$ cat src/rtl/core/aprf_pkg.sv
// ----------------------------------------------------------------------------
// aprf_pkg: shared types and helpers for the AArch64 PC-relative fixup
// Relocation kinds, encoding masks and the word rewrite function.
// ----------------------------------------------------------------------------
`default_nettype none

package aprf_pkg;

   localparam int CMD_W    = 3;
   localparam int WORD_W   = 32;
   localparam int ADDR_W   = 64;
   // Low address bits that still matter: page delta needs bits 32..12
   localparam int ADDR_KEEP_W = 33;
   localparam int DELTA_W  = 28;   // byte delta bits 27..0 feed the branch and ADR fields
   localparam int PAGE_W   = 21;   // page delta bits 20..0
   localparam int REQ_DATA_W = WORD_W + 2 * ADDR_W;
   localparam int REQ_USER_W = 8;

   typedef enum logic [CMD_W-1:0] {
      KIND_BRANCH   = 3'd0,
      KIND_ADRP_ADD = 3'd1,
      KIND_ADRP     = 3'd2,
      KIND_ADR      = 3'd3,
      KIND_NONE     = 3'd4
   } kind_type;

   localparam logic [31:0] B_MASK      = 32'h7C00_0000;
   localparam logic [31:0] B_OPC       = 32'h1400_0000;
   localparam logic [31:0] B_KEEP      = 32'hFC00_0000;
   localparam logic [31:0] TOP8_MASK   = 32'hFF00_0000;
   localparam logic [31:0] BCOND_OPC   = 32'h5400_0000;
   localparam logic [31:0] IMM19_KEEP  = 32'hFF00_001F;
   localparam logic [31:0] TOP7_MASK   = 32'h7F00_0000;
   localparam logic [31:0] CBZ_OPC     = 32'h3400_0000;
   localparam logic [31:0] CBNZ_OPC    = 32'h3500_0000;
   localparam logic [31:0] TBZ_OPC     = 32'h3600_0000;
   localparam logic [31:0] TBNZ_OPC    = 32'h3700_0000;
   localparam logic [31:0] IMM14_KEEP  = 32'hFFF8_001F;
   localparam logic [31:0] ADR_KEEP    = 32'h9F00_001F;

   // ADR/ADRP immediate: immlo in 30..29, immhi in 23..5
   function automatic logic [WORD_W-1:0] put_adr_imm(
      input logic [WORD_W-1:0] w,
      input logic [PAGE_W-1:0] d
   );
      return (w & ADR_KEEP) | {1'b0, d[1:0], 5'd0, d[20:2], 5'd0};
   endfunction

   function automatic logic [WORD_W-1:0] fix_branch(
      input logic [WORD_W-1:0]  w,
      input logic [DELTA_W-1:0] d
   );
      logic [WORD_W-1:0] top;
      top = w & TOP7_MASK;
      if ((w & B_MASK) == B_OPC)
         return (w & B_KEEP) | {6'd0, d[27:2]};
      else if ((w & TOP8_MASK) == BCOND_OPC)
         return (w & IMM19_KEEP) | {8'd0, d[20:2], 5'd0};
      else if (top == CBZ_OPC || top == CBNZ_OPC)
         return (w & IMM19_KEEP) | {8'd0, d[20:2], 5'd0};
      else if (top == TBZ_OPC || top == TBNZ_OPC)
         return (w & IMM14_KEEP) | {13'd0, d[15:2], 5'd0};
      else
         return w;
   endfunction

   function automatic logic [WORD_W-1:0] fix_word(
      input logic [CMD_W-1:0]   kind,
      input logic [WORD_W-1:0]  w,
      input logic [DELTA_W-1:0] byte_d,
      input logic [PAGE_W-1:0]  page_d
   );
      logic [WORD_W-1:0] res;
      unique case (kind) inside
         KIND_BRANCH:             res = fix_branch(w, byte_d);
         KIND_ADRP_ADD, KIND_ADRP: res = put_adr_imm(w, page_d);
         KIND_ADR:                res = put_adr_imm(w, byte_d[PAGE_W-1:0]);
         default:                 res = w;
      endcase
      return res;
   endfunction

endpackage

`default_nettype wire

$ cat src/rtl/core/aarch64_pc_relative_fixup.sv
// ----------------------------------------------------------------------------
// aarch64_pc_relative_fixup: PC-relative immediate re-encoder
// Rewrites the branch, ADR or ADRP immediate of one instruction word so
// that it reaches its resolved target from a new address.
// ----------------------------------------------------------------------------
// Usage:
//   Request channel (req_*): one item per instruction word. tuser carries
//   the relocation kind (0 branch, 1 adrp+add, 2 adrp, 3 adr, 4 none;
//   other codes pass the word unchanged). tdata carries the word, the
//   resolved target address and the new instruction address.
//   Response channel (rsp_*): one item per request item, in order, with
//   the patched word. Out-of-range offsets are silently truncated.
//   rsp_tvalid rises once an accepted item has passed the input register,
//   then the result register.
//   Throughput: 1 item per cycle while rsp_tready is high; the work per item is
//   one 28-bit and one 21-bit subtract plus field muxing, done in a single
//   pass between the two registers.
//   Reset (synchronous, active high) empties both stages; no item is lost
//   or produced afterwards. When rsp_tready is low the result register
//   holds; the input register still accepts while it is empty, then
//   req_tready drops until the response side drains.
// ----------------------------------------------------------------------------
`default_nettype none

module aarch64_pc_relative_fixup
   import aprf_pkg::*;
(
   input  wire logic                  clock,
   input  wire logic                  reset,

   input  wire logic                  req_tvalid,
   output logic                       req_tready,
   // [31:0] insn_word, [95:32] target_addr, [159:96] new_pc
   input  wire logic [REQ_DATA_W-1:0] req_tdata,
   // [2:0] cmd, upper bits unused
   input  wire logic [REQ_USER_W-1:0] req_tuser,

   output logic                       rsp_tvalid,
   input  wire logic                  rsp_tready,
   // [31:0] patched_word
   output logic [WORD_W-1:0]          rsp_tdata
);

   // Stage 1: input register (only the address bits that affect a field;
   // high address bits and spare tuser bits cannot reach any field)
   logic                    s1_valid_ff, s1_valid_in;
   logic [CMD_W-1:0]        kind_ff;
   logic [WORD_W-1:0]       word_ff;
   logic [ADDR_KEEP_W-1:0]  tgt_ff;
   logic [ADDR_KEEP_W-1:0]  pc_ff;

   // Stage 2: result register
   logic                    rsp_valid_ff, rsp_valid_in;
   logic [WORD_W-1:0]       rsp_word_ff;

   logic                    req_take;
   logic                    s2_load;
   logic                    s2_free;
   logic [DELTA_W-1:0]      byte_delta;
   logic [PAGE_W-1:0]       page_diff;
   logic [WORD_W-1:0]       patched;

   // Result register can take a new word when empty or being drained.
   assign s2_free    = !rsp_valid_ff || rsp_tready;
   assign s2_load    = s1_valid_ff && s2_free;
   assign req_tready = !s1_valid_ff || s2_free;
   assign req_take   = req_tvalid && req_tready;

   // Modulo-2^64 deltas, kept only as wide as the widest field needs.
   assign byte_delta = tgt_ff[DELTA_W-1:0] - pc_ff[DELTA_W-1:0];
   assign page_diff  = tgt_ff[ADDR_KEEP_W-1:12] - pc_ff[ADDR_KEEP_W-1:12];
   assign patched    = fix_word(kind_ff, word_ff, byte_delta, page_diff);

   assign s1_valid_in  = req_take || (s1_valid_ff && !s2_free);
   assign rsp_valid_in = s2_load  || (rsp_valid_ff && !rsp_tready);

   always_ff @(posedge clock) begin
      if (reset) begin
         s1_valid_ff  <= 1'b0;
         rsp_valid_ff <= 1'b0;
      end else begin
         s1_valid_ff  <= s1_valid_in;
         rsp_valid_ff <= rsp_valid_in;
      end
   end

   always_ff @(posedge clock) begin
      if (req_take) begin
         kind_ff <= req_tuser[CMD_W-1:0];
         word_ff <= req_tdata[WORD_W-1:0];
         tgt_ff  <= req_tdata[WORD_W +: ADDR_KEEP_W];
         pc_ff   <= req_tdata[WORD_W + ADDR_W +: ADDR_KEEP_W];
      end
      if (s2_load) begin
         rsp_word_ff <= patched;
      end
   end

   assign rsp_tvalid = rsp_valid_ff;
   assign rsp_tdata  = rsp_word_ff;

   // ------------------------------------------------------------------------
   // Assertions
   // ------------------------------------------------------------------------
   a_take_fills_s1 : assert property (@(posedge clock) disable iff (reset)
      req_take |=> s1_valid_ff)
      else $error("accepted item did not land in the input register");

   a_s1_holds : assert property (@(posedge clock) disable iff (reset)
      s1_valid_ff && !s2_free |=> s1_valid_ff && $stable(word_ff))
      else $error("stalled input register lost its item");

   a_load_shows : assert property (@(posedge clock) disable iff (reset)
      s2_load |=> rsp_tvalid && rsp_tdata == $past(patched))
      else $error("result register did not capture the patched word");

   a_empty_ready : assert property (@(posedge clock) disable iff (reset)
      !s1_valid_ff && !rsp_valid_ff |-> req_tready)
      else $error("empty pipeline refused an item");

   a_adr_opcode_kept : assert property (@(posedge clock) disable iff (reset)
      s1_valid_ff && (kind_ff == KIND_ADR || kind_ff == KIND_ADRP
                      || kind_ff == KIND_ADRP_ADD)
      |-> (patched & ADR_KEEP) == (word_ff & ADR_KEEP))
      else $error("ADR/ADRP rewrite touched opcode or register bits");

endmodule

`default_nettype wire
$ cat config.mk
export PLATFORM = sky130hd
export DESIGN_NAME = aarch64_pc_relative_fixup
export DESIGN_NICKNAME = d
export VERILOG_FILES = /design/src/rtl/core/aprf_pkg.sv /design/src/rtl/core/aarch64_pc_relative_fixup.sv
export SDC_FILE = /design/constraint.sdc
export NUM_CORES = 1
export LEC_CHECK = 0
export ABC_AREA = 1
export BUFFER_PORTS_ARGS = -buffer_cell sky130_fd_sc_hd__buf_2
export CORE_MARGIN = 2
export CORE_UTILIZATION = 30
export DETAILED_ROUTE_END_ITERATION = 8
export HOLD_SLACK_MARGIN = 0.02
export PLACE_DENSITY = 0.5
export RECOVER_POWER = 100
export SLEW_MARGIN = 10
export SYNTH_ARGS = -nofsm -noshare
export SYNTH_HDL_FRONTEND = slang
export SYNTH_SLANG_ARGS = --single-unit
export TNS_END_PERCENT = 5
$ cat constraint.sdc
create_clock -name clock -period 3.3 [get_ports clock]
set_clock_uncertainty 0.2 [all_clocks]
set_input_delay 0.165 -clock clock [delete_from_list [all_inputs] [get_ports clock]]
set_output_delay 0.165 -clock clock [all_outputs]
set_load 0.05 [all_outputs]
==> flow_results.org, run 1 <==
** Min path
- The worst hold path belongs to the class in -> reg.
- The startpoint identified for the worst hold timing path is req_tdata[57].
- Number of cells traversed by the worst hold path :: 2

** Global routing
- Number of global-route vias before repair :: 7137
- Maximum number of pins on one net before global-route repair :: 102
- Antenna violations before repair :: 0
- Global routing consumed, over all layers together, 17.6% of the routing resources.
- In the global route stage, met3 resource usage came out at 3.39%.
- Met1 track demand over resource :: 23.0%
- met2 is the most crowded layer.
- Summed over all layers, the global routing overflow is 0.
- The first global-routing pass estimated 37.8 mm of wire.
- For this run, global-route usage on met2 was measured as 29.6%.

** Synth
- After synthesis the cells add up to 8110 µm².
- Synth Net Count :: 1206
- EDFF count, synth :: 133
- Post-synthesis instance total :: 999
- The Yosys step of the flow raised 0 warnings.
- Fraction of synthesized cell area taken by the top area cell type :: 49.3%
- Among all flip-flop cells after synthesis, the most frequent one is sky130_fd_sc_hd__edfxtp_1.
- The synthesized design spends more area on one cell type than any other, namely sky130_fd_sc_hd__edfxtp_1.
- A synthesized cell averages 8.12 µm².
- Sequential area share after synthesis :: 49.7%
- Synth Register Bits :: 135
- Count of cell types in the netlist :: 40
- FFs w/ async S/R, synth :: 0%
- Ranked by total cell area, the synthesized netlist is headed by sky130_fd_sc_hd__edfxtp_1, sky130_fd_sc_hd__nand2_1, sky130_fd_sc_hd__inv_1, sky130_fd_sc_hd__nand3_1, sky130_fd_sc_hd__ha_1.

** Layout
- The layout has 2783 filler cells.
- Count of antenna diodes in the layout :: 0
- Share of post-route cells with drive strength above 1 :: 12.0%
- Signed area change from the synthesized netlist to the final layout :: 32.5%
- At the end of the flow, the number of nets in the layout was 1459.

** Clocking
- Once the clock tree was built, the resizer swapped 0 gates to a different size.
- Maximum level of the CTS H-tree :: 4
- The number of hold buffers added after CTS was 105.
- Clock tree synthesis inserted a total of 17 buffers.
- Clk buf depth :: 2
- TritonCTS built the clock tree.
- Number of setup buffers added after CTS :: 0
- Clock-pin transition on the worst setup and hold timing paths :: 0.06 ns
- Clk Latency, worst-skew pair :: 0.43 ns
- For this design, the sink count on the clock tree is 135.
- The tree is rooted in a sky130_fd_sc_hd__clkbuf_16.

** Drt
- Wires add up to 24.3 mm.
- For this block, the via count after detailed routing is 7331.
- In this run the remaining antenna-violating nets after routing total 0.
- In the routed layout, each cell is associated on average with a via count of 4.56.
- In this run, the number of DRC markers left after iteration 0 of detailed routing was 424.
- Routed length per instance :: 15.2 µm
- In the routed design, unresolved DRC markers number 0.
- Router iterations before antenna repair :: 5

** Pwr
- IR drop worst, VDD :: 0.302 mV
- Dividing total power by cell area gives a power density of 459 nW/µm².
- Leakage power :: 4.99 nW

** Timing
- Unrepaired setup endpoints after global routing :: false
- Worst-margin pin slew :: 1.69 ns
- The final-report max-slew violation count is 18.
- Number of setup violations in the final report :: 0
- Adding up every negative setup slack in the final design gives 0 ns.
- Headroom to the max-slew limit came out at -12.5%.
- The routed design could run at a clock period as short as 2.85 ns.
- Min setup slack post-route :: 0.445 ns
- Final Hold Violating Endpoints :: 0
- After layout, the worst path uses 86.5% of the clock period.
- Timing would allow up to 350 MHz.

** Setup path
- The worst setup path is launched from a flip-flop.
- Worst r2r path cells :: 12
- The slowest stage of the critical path belongs to the cell sky130_fd_sc_hd__fa_1.
- Number of buffers and inverters on the critical path :: 2
- In this run the critical register-to-register path is launched from tgt_ff[0].
- Traced cell by cell, the critical path runs through inv_1, ha_1, inv_1, fa_1, nand3_1, nand3_1, nand2_1, nand2_1, xnor2_1, nor2_1, o21ai_0, nand4_1.
- Largest stage delay on the critical path :: 0.43 ns
- For the worst setup path, the data arrival time is 2.81 ns.
- The critical path runs through a total of 12 cells.
- Peak fanout along the critical path :: 5
- Critical path class :: reg -> reg
- Worst path top cell family by delay :: simple AND/OR/NAND/NOR gates
- Worst Setup SP :: tgt_ff[0]
- For the worst setup path, the data required time is 3.25 ns.
- STA classifies the critical path endpoint as a flip-flop.

** Run status
- Result of the run :: finished with violations
- The final reports fail on capacitance limit, slew limit.

** Place
- Quantity of I/O buffers inserted on ports :: 138
- The congestion estimate from routability-driven global placement came to 0.916.
- Setup WS pre-CTS :: 0.522 ns
- Summed over all nets, the half-perimeter wirelength after detailed placement is 18.2 mm.

** Floorplanning
- Total Die Area :: 28400 µm²
- In this run the count of I/O pins placed on the die edge is 206.
- The floorplan has 60 rows.
- Core area :: 26700 µm²
- The initial utilization of the core area, before any placement, comes to 30.3%.
- The die is 168 µm tall.
- In this run the horizontal extent of the chip is 168 µm.

** Flow run
- The tool flagged a number of max-cap violations equal to 1.
area by class of cell:
type | count | area [µm²] | area share, %
flip-flops and latches | 135 | 4030 | 37.6
multi-input cells | 660 | 3280 | 30.5
clock inverters | 12 | 93.8 | 0.874
repair buffers | 252 | 1750 | 16.3
well taps | 341 | 427 | 3.97
inverters | 186 | 702 | 6.53
clock buffers | 20 | 457 | 4.25
Yosys cell counts, types with 6 or more instances:
| master | instances |
|---|---|
| sky130_fd_sc_hd__nand2_1 | 315 |
| sky130_fd_sc_hd__clkbuf_1 | 8 |
| sky130_fd_sc_hd__nand3_1 | 123 |
| sky130_fd_sc_hd__nor2_1 | 54 |
| sky130_fd_sc_hd__buf_2 | 6 |
| sky130_fd_sc_hd__o211ai_1 | 8 |
| sky130_fd_sc_hd__ha_1 | 33 |
| sky130_fd_sc_hd__a21oi_1 | 34 |
| sky130_fd_sc_hd__nand4_1 | 17 |
| sky130_fd_sc_hd__edfxtp_1 | 133 |
| sky130_fd_sc_hd__inv_1 | 180 |
| sky130_fd_sc_hd__nor3_1 | 7 |
| sky130_fd_sc_hd__o21ai_0 | 24 |
| sky130_fd_sc_hd__xor2_1 | 6 |
where the power goes:
part / switching [mW] / internal, mW
registers: 0.0391 / 2.01
clock network: 0.798 / 1.01
logic: 0.699 / 0.377
total: 1.54 / 3.40
cell families (layout without fill, tap and decap cells):
group / after synthesis / in the layout / share of synthesized area, %
buffers and inverters: 204 / 470 / 9.69
DFF: 135 / 135 / 49.7
xor gates and xnor gates: 10 / 10 / 1.08
adders and majority gates: 35 / 35 / 5.59
and+or+nand+nor: 532 / 532 / 28.0
AOI/OAI and AO/OA: 83 / 83 / 5.93
cells in the final DEF (no fill, tap or decap), types with 2 or more instances in the layout:
cell type	netlist	layout
sky130_fd_sc_hd__inv_6	0	4
sky130_fd_sc_hd__fa_1	2	2
sky130_fd_sc_hd__o21ai_0	24	24
sky130_fd_sc_hd__xnor2_1	4	4
sky130_fd_sc_hd__nand4_1	17	17
sky130_fd_sc_hd__clkbuf_1	8	43
sky130_fd_sc_hd__nor2_1	54	55
sky130_fd_sc_hd__xor2_1	6	6
sky130_fd_sc_hd__clkbuf_16	0	17
sky130_fd_sc_hd__or2_2	3	3
sky130_fd_sc_hd__clkinv_2	0	2
sky130_fd_sc_hd__o2111ai_1	2	2
sky130_fd_sc_hd__ha_1	33	33
sky130_fd_sc_hd__nand2_1	315	315
sky130_fd_sc_hd__dlygate4sd3_1	0	105
sky130_fd_sc_hd__o21bai_1	5	5
sky130_fd_sc_hd__o211ai_1	8	8
sky130_fd_sc_hd__buf_4	3	6
sky130_fd_sc_hd__a21o_1	2	2
sky130_fd_sc_hd__a22oi_1	2	2
sky130_fd_sc_hd__buf_2	6	97
sky130_fd_sc_hd__a21oi_1	34	34
sky130_fd_sc_hd__nor3_1	7	8
sky130_fd_sc_hd__clkbuf_8	0	2
sky130_fd_sc_hd__nand3_1	123	123
sky130_fd_sc_hd__inv_2	3	2
sky130_fd_sc_hd__edfxtp_1	133	133
sky130_fd_sc_hd__clkinvlp_4	0	4
sky130_fd_sc_hd__nand2_2	2	2
sky130_fd_sc_hd__nor2_2	3	3
sky130_fd_sc_hd__dfxtp_1	2	2
sky130_fd_sc_hd__clkinv_1	3	3
sky130_fd_sc_hd__or2_0	2	2
sky130_fd_sc_hd__clkinv_4	0	3
sky130_fd_sc_hd__inv_1	180	180
per-layer routing:
metal	up-vias	share of wire (%)
li1	3768	-
met1	3331	47
met2	200	47
met3	32	4.5
met4	0	1.8
met5	-	0
path summary, 6_finish.rpt:
check | end | slack (ns)
setup reg to reg | rsp_tdata[9] | 0.45
setup / recovery | rsp_tdata[9] | 0.45
hold reg to reg | rsp_tdata[26] | 0.23
hold / removal | tgt_ff[25] | 0.23
per-stage QoR:
step           util [%]  total power [mW]  cells  hold WS [ns]  instance area [µm²]
3_3_place_gp       34.6              3.07   1469         0.139                 9240
4_1_cts            40.6              5.00   1606         0.122                10800
6_report           40.2              4.93   1606         0.235                10700
3_5_place_dp       34.6              3.07   1469         0.138                 9240
2_1_floorplan         -              2.74    999        0.0267                 8120
5_1_grt            40.2              5.18   1606         0.219                10700
state kept, by name (all words and copies together), names as in the netlist:
name         count
s1_valid_ff      1
rsp_tdata       32
word_ff         32
kind_ff          3
rsp_tvalid       1
pc_ff           33
tgt_ff          33
Note: power is estimated with default switching activity, not from simulation.
==> run 2, diff against run 1 <==
Settings changed: CELL_PAD_IN_SITES_DETAIL_PLACEMENT set to 0, CELL_PAD_IN_SITES_GLOBAL_PLACEMENT set to 2, PLACE_DENSITY 0.5 to 0.79.
==> run 2 against run 1 <==
Worst hold slack got worse by 0.0080 ns. Die area unchanged. Setup slack improved by 0.0082 ns. Largest power group unchanged. Global-route usage increased by 0.45 points. The flow still finishes with violations (capacitance limit, slew limit).
==> flow_results.org, run 2 (same netlist as run 1, synthesis figures left out) <==
** Place
- The count of input and output buffers came to 138 (unchanged).
- HPWL reported at the end of detailed placement :: 19.2 mm (was 18.2 mm)
- Routability-driven placement congestion ratio :: 0.863 (was 0.916)

** Timing
- The headroom to the max-slew limit was -26.7% (was -12.5%).
- Hold slack final :: 0.227 ns (was 0.235 ns)
- The number of hold-slack violations in the final timing report is 0 (unchanged).
- The count of final setup violators is 0 (unchanged).
- Clock period minus worst slack :: 2.85 ns (about the same)
- Unrepaired setup endpoints after global routing :: false (unchanged)
- Setup TNS :: 0 ns (unchanged)
- Max frequency :: 351 MHz (was 350 MHz)
- The post-route clock period utilization was 86.3% (was 86.5%).
- Max-slew violation total from the final report :: 33 (was 18)
- Worst-margin pin slew :: 1.90 ns (was 1.69 ns)

** Clocking
- The number of buffers created by CTS was 17 (unchanged).
- The TritonCTS clock tree is yes (unchanged).
- Number of setup buffers added after CTS :: 0 (unchanged)
- The maximum root-to-sink buffer count was 2 (unchanged).
- The source-to-sink clock delay at the later pin of the worst-skew pair is 0.44 ns (was 0.43 ns).
- The H-tree depth reported by CTS came to 4 (unchanged).
- Root buffer cell :: sky130_fd_sc_hd__clkbuf_16 (unchanged)
- The number of sinks handled by clock tree synthesis is 135 (unchanged).
- Clock-pin transition on the worst setup and hold timing paths :: 0.07 ns (was 0.06 ns)

** Pwr
- The power per cell area was 475 nW/µm² (was 459 nW/µm²).
- Power Total :: 5.14 mW (was 4.93 mW)
- The static leakage power came to 5.04 nW (was 4.99 nW).
- IR drop worst, VDD :: 0.345 mV (was 0.302 mV)

** Layout
- Highest-count cells in the layout ignoring fill and taps :: sky130_fd_sc_hd__nand2_1, sky130_fd_sc_hd__inv_1, sky130_fd_sc_hd__edfxtp_1 (unchanged)
- Post-layout nets :: 1462 (was 1459)
- Most common cell after layout, fill and taps aside :: sky130_fd_sc_hd__nand2_1 (unchanged)
- Utilization after layout :: 40.5% (was 40.2%)
- Share of post-route cells with drive strength above 1 :: 12.4% (was 12.0%)
- Registers with the most flip-flops :: pc_ff (33), tgt_ff (33) (unchanged)
- Signed area change from the synthesized netlist to the final layout :: 33.5% (was 32.5%)
- The antenna diode count came to 0 (unchanged).

** Setup path
- Required time worst endpoint :: 3.26 ns (was 3.25 ns)
- The launching element type of the critical path is a flip-flop (unchanged).
- The data arrival time at the worst-slack endpoint came to 2.81 ns (about the same).
- Peak fanout along the critical path :: 7 (was 5)
- Nature of the critical path endpoint :: flip-flop (unchanged)
- Critical path class :: reg -> reg (unchanged)

** Floorplanning
- Die extent in x :: 168 µm (unchanged)
- Total Die Area :: 28400 µm² (unchanged)
- Starting Density :: 30.3% (unchanged)
- IO Count :: 206 (unchanged)
- # rows :: 60 (unchanged)
- The area of the placeable core came to 26700 µm² (unchanged).
- Die outline height :: 168 µm (unchanged)

** Global routing
- The remaining global-route overflow came to 0 (unchanged).
- Number of global-route vias before repair :: 7140 (was 7137)
- Global-route wire length before repair :: 38.9 mm (was 37.8 mm)
- Total track usage :: 18.0% (was 17.6%)
- Maximum number of pins on one net before global-route repair :: 52 (was 102)
- The number of antenna violations at the first check in global routing came to 0 (unchanged).

** Drt
- Number of nets still failing antenna checks after routing :: 0 (unchanged)
- The total routed wirelength is 25.1 mm (was 24.3 mm).
- The average via count per standard cell was 4.51 (was 4.56).
- The starting DRC count in detailed routing was 436 (was 424).
- The via count was 7252 (was 7331).
- The wire length per cell after detailed routing was 15.6 µm (was 15.2 µm).
- Router iterations before antenna repair :: 5 (unchanged)
- The number of remaining DRC errors came to 0 (unchanged).

** Run status
- Result of the run: finished with violations (unchanged).
- Violated checks :: capacitance limit, slew limit (unchanged)

** Flow run
- Maximum Capacitance Violations :: 1 (unchanged)

** Min path
- Path class of the lowest-slack min-delay path :: in -> reg (unchanged)
run 2: changes by cell type in the layout (fill, tap and decap cells not counted), moves of 2 or more:
| cell | previous run | this run |
|---|---|---|
| sky130_fd_sc_hd__clkinv_8 | 0 | 2 |
| sky130_fd_sc_hd__buf_2 | 97 | 100 |
| sky130_fd_sc_hd__clkinv_4 | 3 | 0 |
| sky130_fd_sc_hd__clkbuf_1 | 43 | 40 |
| sky130_fd_sc_hd__buf_4 | 6 | 8 |
| sky130_fd_sc_hd__bufinv_16 | 0 | 2 |
| sky130_fd_sc_hd__inv_8 | 0 | 3 |
| sky130_fd_sc_hd__clkbuf_8 | 2 | 0 |
run 2: timing repair:
item,CTS,global route
endpoints found under the hold margin,103,0
hold buffers,105,0
resized for setup,0,0
run 2: routing by layer:
metal	track usage, %	part of all wire, %
met5	0	0
met2	31.2	48
met3	3.69	4.4
met4	4.09	1.3
met1	23.2	47
run 2: power by group:
group	total, mW	internal, mW	leakage, nW	switching, mW
Sequential	2.05	2.01	1.30	0.0399
Clock	2.00	1.15	0.292	0.857
Combinational	1.08	0.378	3.44	0.706
run 2: cell type report:
cell class / instances / area [µm²]
fill: 2772 / 15900
sequential: 135 / 4030
multi-input combinational: 660 / 3280
timing repair buffer: 255 / 1770
inverter: 186 / 699
tap: 341 / 427
clock buffer: 17 / 425
clock inverter: 15 / 189
run 2: path summary, 6_finish.rpt:
path                                     from       endpoint  slack [ns]  depth (start not counted)
worst min register to register    word_ff[26]  rsp_tdata[26]        0.25                          0
worst max-delay path               tgt_ff[20]  rsp_tdata[14]        0.45                         10
worst max register to register     tgt_ff[20]  rsp_tdata[14]        0.45                         10
worst min-delay path            req_tdata[49]     tgt_ff[17]        0.23                          2
run 2: stage by stage:
| step | area, µm² | setup slack, ns | cells |
|---|---|---|---|
| after floorplan | 8120 | 0.163 | 999 |
| final | 10800 | 0.453 | 1609 |
| after global routing | 10800 | 0.244 | 1609 |
| after detailed placement | 9250 | 0.525 | 1472 |
| after global placement | 9250 | 0.467 | 1472 |
| after CTS | 10900 | 0.501 | 1609 |
run 2: worst max-delay path: stages, from the launching register on:
cell and delay [ns]:
sky130_fd_sc_hd__edfxtp_1 0.37, sky130_fd_sc_hd__ha_1 0.48, sky130_fd_sc_hd__nand2_1 0.17, sky130_fd_sc_hd__nor2_1 0.29
sky130_fd_sc_hd__inv_1 0.13, sky130_fd_sc_hd__nor2_1 0.35, sky130_fd_sc_hd__nand2_1 0.12, sky130_fd_sc_hd__nand3_1 0.09
sky130_fd_sc_hd__nand3_1 0.12, sky130_fd_sc_hd__nand3_1 0.14, sky130_fd_sc_hd__nand3_1 0.10
